--- config.mk ---
export PLATFORM = sky130hd
export DESIGN_NAME = contiguous_ring_region_manager
export DESIGN_NICKNAME = d
export VERILOG_FILES = /design/src/design/crrm_pkg.sv /design/src/design/crrm_engine.sv /design/src/design/contiguous_ring_region_manager.sv
export SDC_FILE = /design/constraint.sdc
export NUM_CORES = 1
export LEC_CHECK = 0
export ABC_AREA = 1
export BUFFER_PORTS_ARGS = -buffer_cell sky130_fd_sc_hd__buf_2
export CAP_MARGIN = 20
export CELL_PAD_IN_SITES_DETAIL_PLACEMENT = 1
export CELL_PAD_IN_SITES_GLOBAL_PLACEMENT = 2
export CORE_UTILIZATION = 35
export DETAILED_ROUTE_END_ITERATION = 6
export MAX_ROUTING_LAYER = met4
export PLACE_DENSITY = 0.9
export SLEW_MARGIN = 20
export SYNTH_ARGS = -nofsm -noshare
export SYNTH_HDL_FRONTEND = slang
export SYNTH_HIERARCHICAL = 1
export SYNTH_SLANG_ARGS = --single-unit
--- constraint.sdc ---
create_clock -name clk -period 5.6 [get_ports clk]
set_input_delay 0.28 -clock clk [delete_from_list [all_inputs] [get_ports clk]]
set_output_delay 0.28 -clock clk [all_outputs]
set_load 0.005 [all_outputs]
--- src/design/crrm_pkg.sv ---
// Package for the contiguous ring region manager.
// Holds the sizes, operation and register codes, and the structs shared by the
// top level and the operation engine. Depends on nothing.
package crrm_pkg;

	localparam int MAX_DEPTH = 1024;
	localparam int MIN_DEPTH = 2;
	localparam int PTR_W     = $clog2(MAX_DEPTH + 1);
	localparam int OFS_W     = 10;
	localparam int EB_W      = 9;
	localparam int BOFS_W    = 18;
	localparam int OP_W      = 3;
	localparam int CFG_W     = 11;
	localparam int IDX_W     = 1;

	typedef enum logic [OP_W-1:0] {
		OP_RESERVE_WRITE = 3'd0,
		OP_COMMIT_WRITE  = 3'd1,
		OP_RESERVE_READ  = 3'd2,
		OP_COMMIT_READ   = 3'd3,
		OP_CLOSE         = 3'd4,
		OP_STATUS        = 3'd5
	} op_t;

	typedef enum logic [IDX_W-1:0] {
		REG_DEPTH      = 1'b0,
		REG_ELEM_BYTES = 1'b1
	} reg_idx_t;

	typedef struct packed {
		logic [PTR_W-1:0] rd;
		logic [PTR_W-1:0] wr;
		logic [PTR_W-1:0] wrap;
		logic             closed;
	} ring_state_t;

	typedef struct packed {
		logic             granted;
		logic [PTR_W-1:0] start;
		logic [PTR_W-1:0] avail;
	} region_t;

endpackage

--- src/design/crrm_engine.sv ---
// Operation engine of the contiguous ring region manager.
// Holds the ring pointers and decides one operation per cycle.
// Depends on crrm_pkg.
module crrm_engine (
	input  logic                      clk,
	input  logic                      arst_n,
	input  logic                      valid,
	input  logic [crrm_pkg::OP_W-1:0] op,
	input  logic [crrm_pkg::PTR_W-1:0] count,
	input  logic [crrm_pkg::PTR_W-1:0] depth,
	output crrm_pkg::ring_state_t     state,
	output crrm_pkg::region_t         region
);
	import crrm_pkg::*;

	ring_state_t      state_q;
	ring_state_t      nxt;
	logic [PTR_W:0]   end_w;
	logic [PTR_W:0]   rd_sum;
	logic [PTR_W:0]   depth_x;
	logic [PTR_W-1:0] wrap_new;
	logic [PTR_W-1:0] rd_new;
	logic             fit_fail;

	assign depth_x = {1'b0, depth};
	assign end_w   = {1'b0, state_q.wr} + {1'b0, count};
	assign rd_sum  = {1'b0, state_q.rd} + {1'b0, count};

	always_comb begin
		nxt      = state_q;
		region   = '0;
		wrap_new = state_q.wrap;
		rd_new   = state_q.rd;
		fit_fail = 1'b0;
		unique case (op_t'(op))
			OP_RESERVE_WRITE: begin
				if (end_w > depth_x) begin
					// Region does not fit before the end: if the reader leaves room, it goes to slot 0 and the
					// old write position becomes the wrap mark.
					if (state_q.rd > count && state_q.rd <= state_q.wr) begin
						region.granted = 1'b1;
						nxt.wrap       = state_q.wr;
						nxt.wr         = '0;
					end
				end else begin
					if (end_w > {1'b0, state_q.wrap}) begin
						wrap_new = end_w[PTR_W-1:0];
					end
					fit_fail = (state_q.wr < state_q.rd && {1'b0, state_q.rd} <= end_w) ||
						(state_q.rd > wrap_new);
					if (!fit_fail) begin
						region.granted = 1'b1;
						region.start   = state_q.wr;
						nxt.wrap       = wrap_new;
					end
				end
			end
			OP_COMMIT_WRITE: begin
				nxt.wr = (end_w > depth_x) ? depth : end_w[PTR_W-1:0];
			end
			OP_RESERVE_READ: begin
				// A reader sitting on the wrap mark jumps back to slot 0 first.
				if (state_q.rd > state_q.wr && state_q.rd == state_q.wrap) begin
					rd_new = '0;
				end
				nxt.rd = rd_new;
				if (rd_new != state_q.wr) begin
					region.granted = 1'b1;
					region.start   = rd_new;
					region.avail   = (rd_new < state_q.wr) ? (state_q.wr - rd_new) :
						(state_q.wrap - rd_new);
				end
			end
			OP_COMMIT_READ: begin
				nxt.rd = (rd_sum > depth_x) ? depth : rd_sum[PTR_W-1:0];
			end
			OP_CLOSE: begin
				nxt.closed = 1'b1;
			end
			default: begin
			end
		endcase
	end

	always_ff @(posedge clk or negedge arst_n) begin
		if (!arst_n) begin
			state_q <= '0;
		end else if (valid) begin
			state_q <= nxt;
		end
	end

	assign state = state_q;

`ifndef SYNTHESIS
	a_closed_sticky: assert property (@(posedge clk) disable iff (!arst_n)
		state_q.closed |=> state_q.closed)
		else $error("closed flag dropped");
	a_idle_holds: assert property (@(posedge clk) disable iff (!arst_n)
		!valid |=> $stable(state_q))
		else $error("ring state changed without an operation");
	a_grant_start: assert property (@(posedge clk) disable iff (!arst_n)
		(valid && op_t'(op) == OP_RESERVE_WRITE && region.granted && end_w > depth_x)
		|-> region.start == '0)
		else $error("wrapped write region does not start at slot zero");
`endif

endmodule

--- src/design/contiguous_ring_region_manager.sv ---
// Top level of the contiguous ring region manager.
// Registers the command and configuration, runs crrm_engine, and forms the
// status and byte offset of each result. Depends on crrm_pkg and crrm_engine.
//
// This block keeps the read, write and wrap pointers of a ring that hands out
// contiguous regions; the data memory lives elsewhere. A command is accepted
// at every clock edge where start is high and busy is low, and busy is always
// low, so one item can be issued in every cycle. Each item gives exactly one
// result, in issue order. Done goes high once the item has passed through
// the registers valid_s1, valid_s2 and done_q, and stays high for a single
// cycle. The receiver cannot stall, so results must be captured when done is
// high. The figure of one item a cycle is set by the pointer update in
// crrm_engine, which reads and writes the ring state in the same cycle; the
// status fields and the byte offset multiply are computed one stage later
// from the state that the item left behind. Configuration writes
// (depth_in_use, element_bytes) take effect at once and must only be made
// while no item is in flight. Out of range depths are clamped to the
// range two to MAX_DEPTH when written. No clearing pass follows reset.
module contiguous_ring_region_manager (
	input  logic                          clk,
	input  logic                          arst_n,
	input  logic                          start,
	output logic                          busy,
	input  logic [crrm_pkg::OP_W-1:0]     operation,
	input  logic [crrm_pkg::PTR_W-1:0]    count,
	input  logic                          wr_en,
	input  logic [crrm_pkg::IDX_W-1:0]    wr_index,
	input  logic [crrm_pkg::CFG_W-1:0]    wr_data,
	output logic                          done,
	output logic                          granted,
	output logic [crrm_pkg::OFS_W-1:0]    offset,
	output logic [crrm_pkg::BOFS_W-1:0]   byte_offset,
	output logic [crrm_pkg::PTR_W-1:0]    available,
	output logic [crrm_pkg::PTR_W-1:0]    used_count,
	output logic [crrm_pkg::PTR_W-1:0]    free_span,
	output logic                          empty_res,
	output logic                          closed
);
	import crrm_pkg::*;

	localparam int PROD_W = PTR_W + EB_W;

	// Configuration registers. The depth is stored already clamped.
	logic [PTR_W-1:0] depth_q;
	logic [EB_W-1:0]  elem_bytes_q;

	// Command stage.
	logic             valid_s1;
	logic [OP_W-1:0]  op_s1;
	logic [PTR_W-1:0] count_s1;

	// Decision stage.
	logic             valid_s2;
	region_t          region_s2;

	ring_state_t      ring;
	region_t          region;

	// Output registers.
	logic              done_q;
	logic              granted_q;
	logic [OFS_W-1:0]  offset_q;
	logic [BOFS_W-1:0] byte_offset_q;
	logic [PTR_W-1:0]  available_q;
	logic [PTR_W-1:0]  used_q;
	logic [PTR_W-1:0]  free_q;
	logic              empty_q;
	logic              closed_q;

	// Status of the state after the item in the decision stage.
	logic [PTR_W:0]    wr_plus_d;
	logic [PTR_W-1:0]  used_c;
	logic [PTR_W-1:0]  tail_c;
	logic [PTR_W-1:0]  head_c;
	logic [PTR_W-1:0]  free_c;
	logic              empty_c;
	logic [PROD_W-1:0] product;
	logic [CFG_W-1:0]  depth_clamped;

	assign busy = 1'b0;

	always_comb begin
		if (wr_data < CFG_W'(MIN_DEPTH)) begin
			depth_clamped = CFG_W'(MIN_DEPTH);
		end else if (wr_data > CFG_W'(MAX_DEPTH)) begin
			depth_clamped = CFG_W'(MAX_DEPTH);
		end else begin
			depth_clamped = wr_data;
		end
	end

	always_ff @(posedge clk or negedge arst_n) begin
		if (!arst_n) begin
			depth_q      <= PTR_W'(MAX_DEPTH);
			elem_bytes_q <= EB_W'(4);
		end else if (wr_en) begin
			unique case (reg_idx_t'(wr_index))
				REG_DEPTH:      depth_q      <= PTR_W'(depth_clamped);
				REG_ELEM_BYTES: elem_bytes_q <= wr_data[EB_W-1:0];
				default: begin
				end
			endcase
		end
	end

	always_ff @(posedge clk or negedge arst_n) begin
		if (!arst_n) begin
			valid_s1 <= 1'b0;
			valid_s2 <= 1'b0;
			done_q   <= 1'b0;
		end else begin
			valid_s1 <= start && !busy;
			valid_s2 <= valid_s1;
			done_q   <= valid_s2;
		end
	end

	always_ff @(posedge clk) begin
		op_s1     <= operation;
		count_s1  <= count;
		region_s2 <= region;
	end

	crrm_engine u_engine (
		.clk    (clk),
		.arst_n (arst_n),
		.valid  (valid_s1),
		.op     (op_s1),
		.count  (count_s1),
		.depth  (depth_q),
		.state  (ring),
		.region (region)
	);

	// While an item sits in the decision stage, the ring registers already hold
	// the state it produced, so the status fields come straight from them.
	assign wr_plus_d = {1'b0, ring.wr} + {1'b0, depth_q};

	always_comb begin
		if (ring.rd <= ring.wr) begin
			used_c = ring.wr - ring.rd;
			tail_c = (depth_q > ring.wr) ? (depth_q - ring.wr) : '0;
			head_c = (ring.rd != '0) ? (ring.rd - PTR_W'(1)) : '0;
			free_c = (tail_c > head_c) ? tail_c : head_c;
		end else begin
			// A pointer beyond a shrunken depth saturates the used count at zero.
			used_c = (wr_plus_d > {1'b0, ring.rd}) ?
				PTR_W'(wr_plus_d - {1'b0, ring.rd}) : '0;
			tail_c = '0;
			head_c = '0;
			free_c = ring.rd - ring.wr - PTR_W'(1);
		end
		empty_c = (ring.rd == ring.wr) || (ring.wr == '0 && ring.rd == ring.wrap);
	end

	assign product = PROD_W'(region_s2.start) * PROD_W'(elem_bytes_q);

	always_ff @(posedge clk) begin
		granted_q     <= region_s2.granted;
		offset_q      <= region_s2.start[OFS_W-1:0];
		byte_offset_q <= product[BOFS_W-1:0];
		available_q   <= region_s2.avail;
		used_q        <= used_c;
		free_q        <= free_c;
		empty_q       <= empty_c;
		closed_q      <= ring.closed;
	end

	assign done        = done_q;
	assign granted     = granted_q;
	assign offset      = offset_q;
	assign byte_offset = byte_offset_q;
	assign available   = available_q;
	assign used_count  = used_q;
	assign free_span   = free_q;
	assign empty_res   = empty_q;
	assign closed      = closed_q;

`ifndef SYNTHESIS
	a_accept_enters: assert property (@(posedge clk) disable iff (!arst_n)
		(start && !busy) |=> valid_s1)
		else $error("accepted item did not enter the command stage");
	a_result_follows: assert property (@(posedge clk) disable iff (!arst_n)
		valid_s2 |=> done)
		else $error("decided item produced no result");
	a_no_phantom: assert property (@(posedge clk) disable iff (!arst_n)
		done |-> $past(valid_s1, 2))
		else $error("result without a matching item");
	a_refused_zero: assert property (@(posedge clk) disable iff (!arst_n)
		(done && !granted) |-> (offset == '0 && byte_offset == '0 && available == '0))
		else $error("refused item carries a region");
`endif

endmodule

Word-level counts from Yosys, hierarchy flattened
Index checks and enable logic that the tools add are counted.
{"block": "word_totals", "wordCells": 107, "output_inout_bits": 66, "inputBits": 30, "reg_bits": 158}
{"block": "classes", "mul": 1, "n_mux": 28, "n_eq_ne": 11, "n_reduce_logical": 18, "magnitude_cmp": 15, "bitwise": 1, "add_sub_neg": 11}
{"operator": "11-bit 2-to-1 mux", "n": 20}
{"operator": "11-bit subtractor", "n": 6}
{"operator": "11-bit greater-than comparator", "n": 5}
{"operator": "12-bit by 11-bit greater-than comparator with 1-bit output", "n": 4}
{"operator": "11-bit one-hot mux with 2 select lines", "n": 2}
{"operator": "11-bit by 11-bit adder with 12-bit output", "n": 3}
{"operator": "12-bit one-hot mux with 2 select lines", "n": 1}
{"operator": "23-bit 2-to-1 mux", "n": 1}
{"operator": "11-bit == test", "n": 2}
{"operator": "11-bit < comparator", "n": 2}
{"operator": "22-bit 2-to-1 mux", "n": 1}
{"operator": "11-bit by 1-bit subtractor with 11-bit output, second input constant", "n": 2}
{"operator": "11-bit by 9-bit multiplier with 18-bit output", "n": 1}
{"operator": "11-bit by 12-bit <= comparator with 1-bit output", "n": 1}
{"operator": "12-bit 2-to-1 mux", "n": 1}
{"operator": "11-bit greater-than comparator, second input constant", "n": 1}
{"operator": "11-bit <= comparator", "n": 1}
{"operator": "11-bit logical NOT", "n": 1}
{"operator": "11-bit by 2-bit < comparator with 1-bit output, second input constant", "n": 1}
{"operator": "11-bit inequality test", "n": 1}
{"operator": "11-bit nonzero test", "n": 1}
{"operator": "2-bit AND reduction", "n": 5}
{"operator": "4-bit AND reduction", "n": 2}
{"operator": "3-bit by 2-bit == test with 1-bit output, second input constant", "n": 2}
{"operator": "other kinds (10)", "n": 18}

Logic depth before layout (Yosys ltp)
{"block": "logic_depth", "depth_word": 10, "mapped_depth": 36, "depth_no_buf": 34}

By module
The synthesis kept the hierarchy.
{"module": "contiguous_ring_region_manager", "area_each_um2": 9875.7, "cells_per_inst": 1324, "instances": 1, "seq_area_each_um2": 2600.0}
{"module": "crrm_engine", "area_each_um2": 6577.6, "cells_per_inst": 1039, "instances": 1, "seq_area_each_um2": 850.8}

Least setup slack after synthesis
OpenSTA, ideal clock, no wires.
{"block": "synth_path", "path_type": "register -> register", "from": "register u_engine.state_q (netlist bit u_engine/state[12])", "to": "register u_engine.state_q (netlist bit u_engine/state[2])", "period_less_slack_ns": 4.321, "path_buffers": 2, "setup_slack_ns": 1.279, "stages_incl_launch_ff": 36, "required_ns": 5.482, "arrival_time_ns": 4.203, "setup_ns": 0.118, "path_cell_list": "dfrtp_1 > ha_1 > inv_1 > fa_1 > inv_1 > nand3_1 > nand2_1 > a21oi_1 > o21bai_1 > xor2_1 > inv_1 > ha_1 > nand2_1 > inv_1 > nand2_1 > nand2_1 > nand2_1 > nand2_1 > nand2_1 > clkbuf_1 > nand3_1 > nand2_1 > ha_1 > a21oi_1 > o21ai_0 > nand4_1 > o2111ai_1 > nand2_1 > inv_1 > nor2_1 > nand2_1 > nand2_2 > nand2_2 > buf_6 > nand2_1 > nand2_1"}
{"block": "synth_via", "elab_chain_cells": 9, "elab_cells_between_ends": 18, "classes_between": "add/sub: 1; order compare: 6; eq/ne: 2; mux: 5; reduce/logical: 4"}
{"item": "from (decl)", "line": "crrm_engine.sv:16", "source": "ring_state_t state_q;"}
{"item": "from (signal assigned)", "line": "crrm_engine.sv:89", "source": "state_q <= nxt;"}
{"item": "11-bit by 11-bit adder with 12-bit output", "line": "crrm_engine.sv:26", "source": "assign end_w = {1'b0, state_q.wr} + {1'b0, count};"}
{"item": "12-bit by 11-bit greater-than comparator with 1-bit output", "line": "crrm_engine.sv:46", "source": "if (end_w > {1'b0, state_q.wrap}) begin"}
{"item": "11-bit 2-to-1 mux", "line": "crrm_engine.sv:46"}
{"item": "11-bit 2-to-1 mux", "line": "crrm_engine.sv:37", "source": "if (end_w > depth_x) begin"}
{"item": "11-bit 2-to-1 mux", "line": "crrm_engine.sv:35", "source": "unique case (op_t'(op))"}
{"item": "11-bit greater-than comparator", "line": "crrm_engine.sv:50", "source": "(state_q.rd > wrap_new);"}
{"item": "1-bit logical OR", "line": "crrm_engine.sv:49", "source": "fit_fail = (state_q.wr < state_q.rd && {1'b0, state_q.rd} <= end_w) ||"}
{"item": "2-bit inequality test (no line)"}
{"item": "4-bit AND reduction (no line)"}
Parallel ways exist; a longest one is shown, timed or not. The select of a mux whose other input is x is not followed.
A chain may end at the register's enable or synchronous reset.

==> impl_metrics.tcl <==
set metrics [dict create \
    grt.overflow.total 0 \
    critPathBufInv 2 \
    hold_violations 0 \
    syn_avg_cell_area_um2 6.96 \
    yosysTopAreaCellShare_pct 16.6 \
    synth_warnings 6 \
    async_flop_share_pct 36.1 \
    whs_ns 0.00101 \
    drt_first_pass_iters 5 \
    fp.dieArea_um2 47900 \
    cp_slowest_cell "nand4_1" \
    synth_flop_cell "dfxtp_1" \
    power_leakage_uw 0.0103 \
    synth-compound-area-share_pct 10.4 \
    clkSlewWorstSetupHoldPaths_ns 0.07 \
    max-vdd-ir-drop_v 0.000185 \
    ys_ff_latch 158 \
    wl_per_cell_um 19.7 \
    pin_count 96 \
    setup_viol 0 \
    synth_edf_count 0 \
    drive_above_1_share_pct 8.42 \
    cts_root_buf "clkbuf_16" \
    wl_mm 60.8 \
    first_global_vias 16500 \
    die_y_um 219 \
    multi_input_area_um2 11100 \
    max_cap_violations 0 \
    cp-startpoint "count_s1[0]" \
    drt-initial-drc-count 922 \
    initial_core_util_pct 35.4 \
    ys_types 60 \
    synthTopCellsByArea "ha_1 (17%), nand2_1 (15%), dfxtp_1 (12%)" \
    cts_num_sinks 158 \
    gp_congestion 0.925 \
    synth_top_family_by_area "simple AND/OR/NAND/NOR gates" \
    grt_max_degree 58 \
    cts_made_buffers 17 \
    cpLargestDelayFamily "simple AND/OR/NAND/NOR gates" \
    pwr_density_cell_nw_per_um2 394 \
    worstPathRequired_ns 6.00 \
    crit_end "region_s2[13]" \
    tightest_slew_ns 0.979 \
    synth-simple-area-share_pct 26.6 \
    cpMostUsedCell "nand2_1" \
    clock_latency_ns 0.50 \
    layout.nets 2775 \
    portBuffers 94 \
    gr-usage-all-layers_pct 26.9 \
    rsz0062_at_grt "no" \
    nFillCells 5985 \
    fin_skew_ns 0.0160 \
    vias_per_cell 5.18 \
    crit_path_max_fanout 11 \
    clockBufferDepth 2 \
    ant_nets 0 \
    die_x_um 219 \
    reg2reg_depth 29 \
    cp-start-kind "flip-flop" \
    power_uw 7180 \
    worst-path-stages 29 \
    hpwl_mm 48.4 \
    worstSetupEndpointType "flip-flop" \
    slowest_delay_ns 0.53 \
    core_area_um2 46500 \
    slew_violations 0 \
    worstReg2RegEnd "region_s2[13]" \
    dp_cells 3029 \
    ys_seq_area_share_pct 21.0 \
    mappedNetlistNets 2682 \
    ys_top_cells_by_count "nand2_1 (659), inv_1 (409), ha_1 (218), nand3_1 (140), nor2_1 (130)" \
    maxSlewHeadroom_pct 34.6 \
    fin_tns_setup_ns 0 \
    synth_xor_area_share_pct 4.90 \
    final-seq-area_um2 3450 \
    antenna_found_initial 0 \
    outcome "completed" \
    area_growth_pct 10.9 \
    synth_cells 2363 \
    vias 15900 \
    synth_adder_area_share_pct 25.2 \
    hold_path.class "in2async" \
    layout.cells.non_filler 3077 \
    rows 79 \
    fin_util_pct 39.3 \
    crit_type "reg2reg" \
    fmax_ghz 0.200 \
    htree_levels 4 \
    critPathArrivalTime_ns 5.40 \
    reg2reg_slack_ns 0.60 \
    synth_area_um2 16500 \
    drc 0 \
    yosysMostFrequentCell "nand2_1" \
    yosys.area.top_type "ha_1" \
    reg2reg_from "count_s1[0]" \
    cts_tree "built" \
    timing.final.crit_share_pct 89.3 \
    finalCriticalPeriod_ns 5.00 \
    synth_mux_area_share_pct 0.137 \
    postCtsSetupRepairBufs 0 \
    grt_pass1_wl_mm 93.9 \
]
[how the worst min path moves through the flow]
| stage | end | from | cells after the start | slack [ns] |
|---|---|---|---|---|
| after global routing | u_engine/state[5] | arst_n | 2 | 0.04 |
| after global placement | available[7] | region_s2[7] | 0 | 0.31 |
| after CTS | u_engine/state[1] | arst_n | 2 | 0.003 |
| after detailed placement | available[6] | region_s2[6] | 0 | 0.31 |
| final | u_engine/state[1] | arst_n | 2 | 0.001 |
| after floorplan | depth_q[0] | arst_n | 0 | -0.02 |
[kinds of logic after synthesis]
family / after synthesis
DFF: 158
adders and majority gates: 289
muxes: 2
xor gates and xnor gates: 92
other: 1
buffers and inverters: 482
and+or+nand+nor: 1039
AOI/OAI and AO/OA: 300
[stage by stage]
stage | area [µm²] | setup slack (ns)
finish | 18200 | 0.601
global route | 18200 | 0.135
CTS | 18200 | 0.615
detailed placement | 17600 | 0.668
global placement | 17600 | 0.803
floorplan | 16500 | 1.28
[cell usage in the layout (no fill, tap or decap), types with 20 or more instances in the layout]
cell type and instances:
fa_1 71, nor2_1 130, dfxtp_1 101, ha_1 218
o21ai_0 85, nand2_1 658, dfrtp_1 55, nand4_1 44
buf_2 94, xnor2_1 20, a21oi_1 128, inv_1 409
xor2_1 72, buf_4 30, nor3_1 24, nand3_1 140
[state kept, by name (all words and copies together) (netlist names)]
signal,count
available,11
byte_offset,18
closed,1
count_s1,11
depth_q,11
done,1
elem_bytes_q,9
empty_res,1
free_span,11
granted,1
offset,10
op_s1,3
region_s2,23
u_engine/state,34
used_count,11
valid_s1,1
valid_s2,1
[worst reg2reg max path, delay by kind of cell (launching register included)]
family | cells | cell delay, ns
simple gates | 17 | 1.92
buf+inv | 2 | 0.17
xor+xnor | 1 | 0.29
fa+ha+maj | 4 | 1.26
compound gates | 5 | 0.87
flops | 1 | 0.37
[power breakdown]
group / internal [µW] / switching [µW] / total (µW) / leakage, µW
sequential: 1340 / 239 / 1580 / 0.00156
combinational: 1520 / 2960 / 4480 / 0.00845
clock: 602 / 524 / 1130 / 0.000251
[what timing repair did]
action	CTS	global route
hold buffers	15	0
setup endpoints to repair	0	2
gates resized for setup	0	1
endpoints found under the hold margin	15	0
[metal layers]
layer  global-route usage, %  vias to the layer above  wire length [µm]
met5                       -                        -                 0
met4                    11.3                        0              2100
met3                    3.89                      110              2460
met2                    44.3                      351             29200
met1                    32.7                     7827             27000
li1                        -                     7652                 -
[area by class of cell]
cell class | instances | share of cell area, %
sequential | 158 | 18.9
inverter | 417 | 8.59
clock inverter | 12 | 0.528
tap | 607 | 4.16
timing repair buffer | 139 | 4.64
multi-input combinational | 1723 | 60.8
clock buffer | 20 | 2.39
antenna | 1 | 0.0137
No activity file was read; power rests on OpenSTA's default activity.
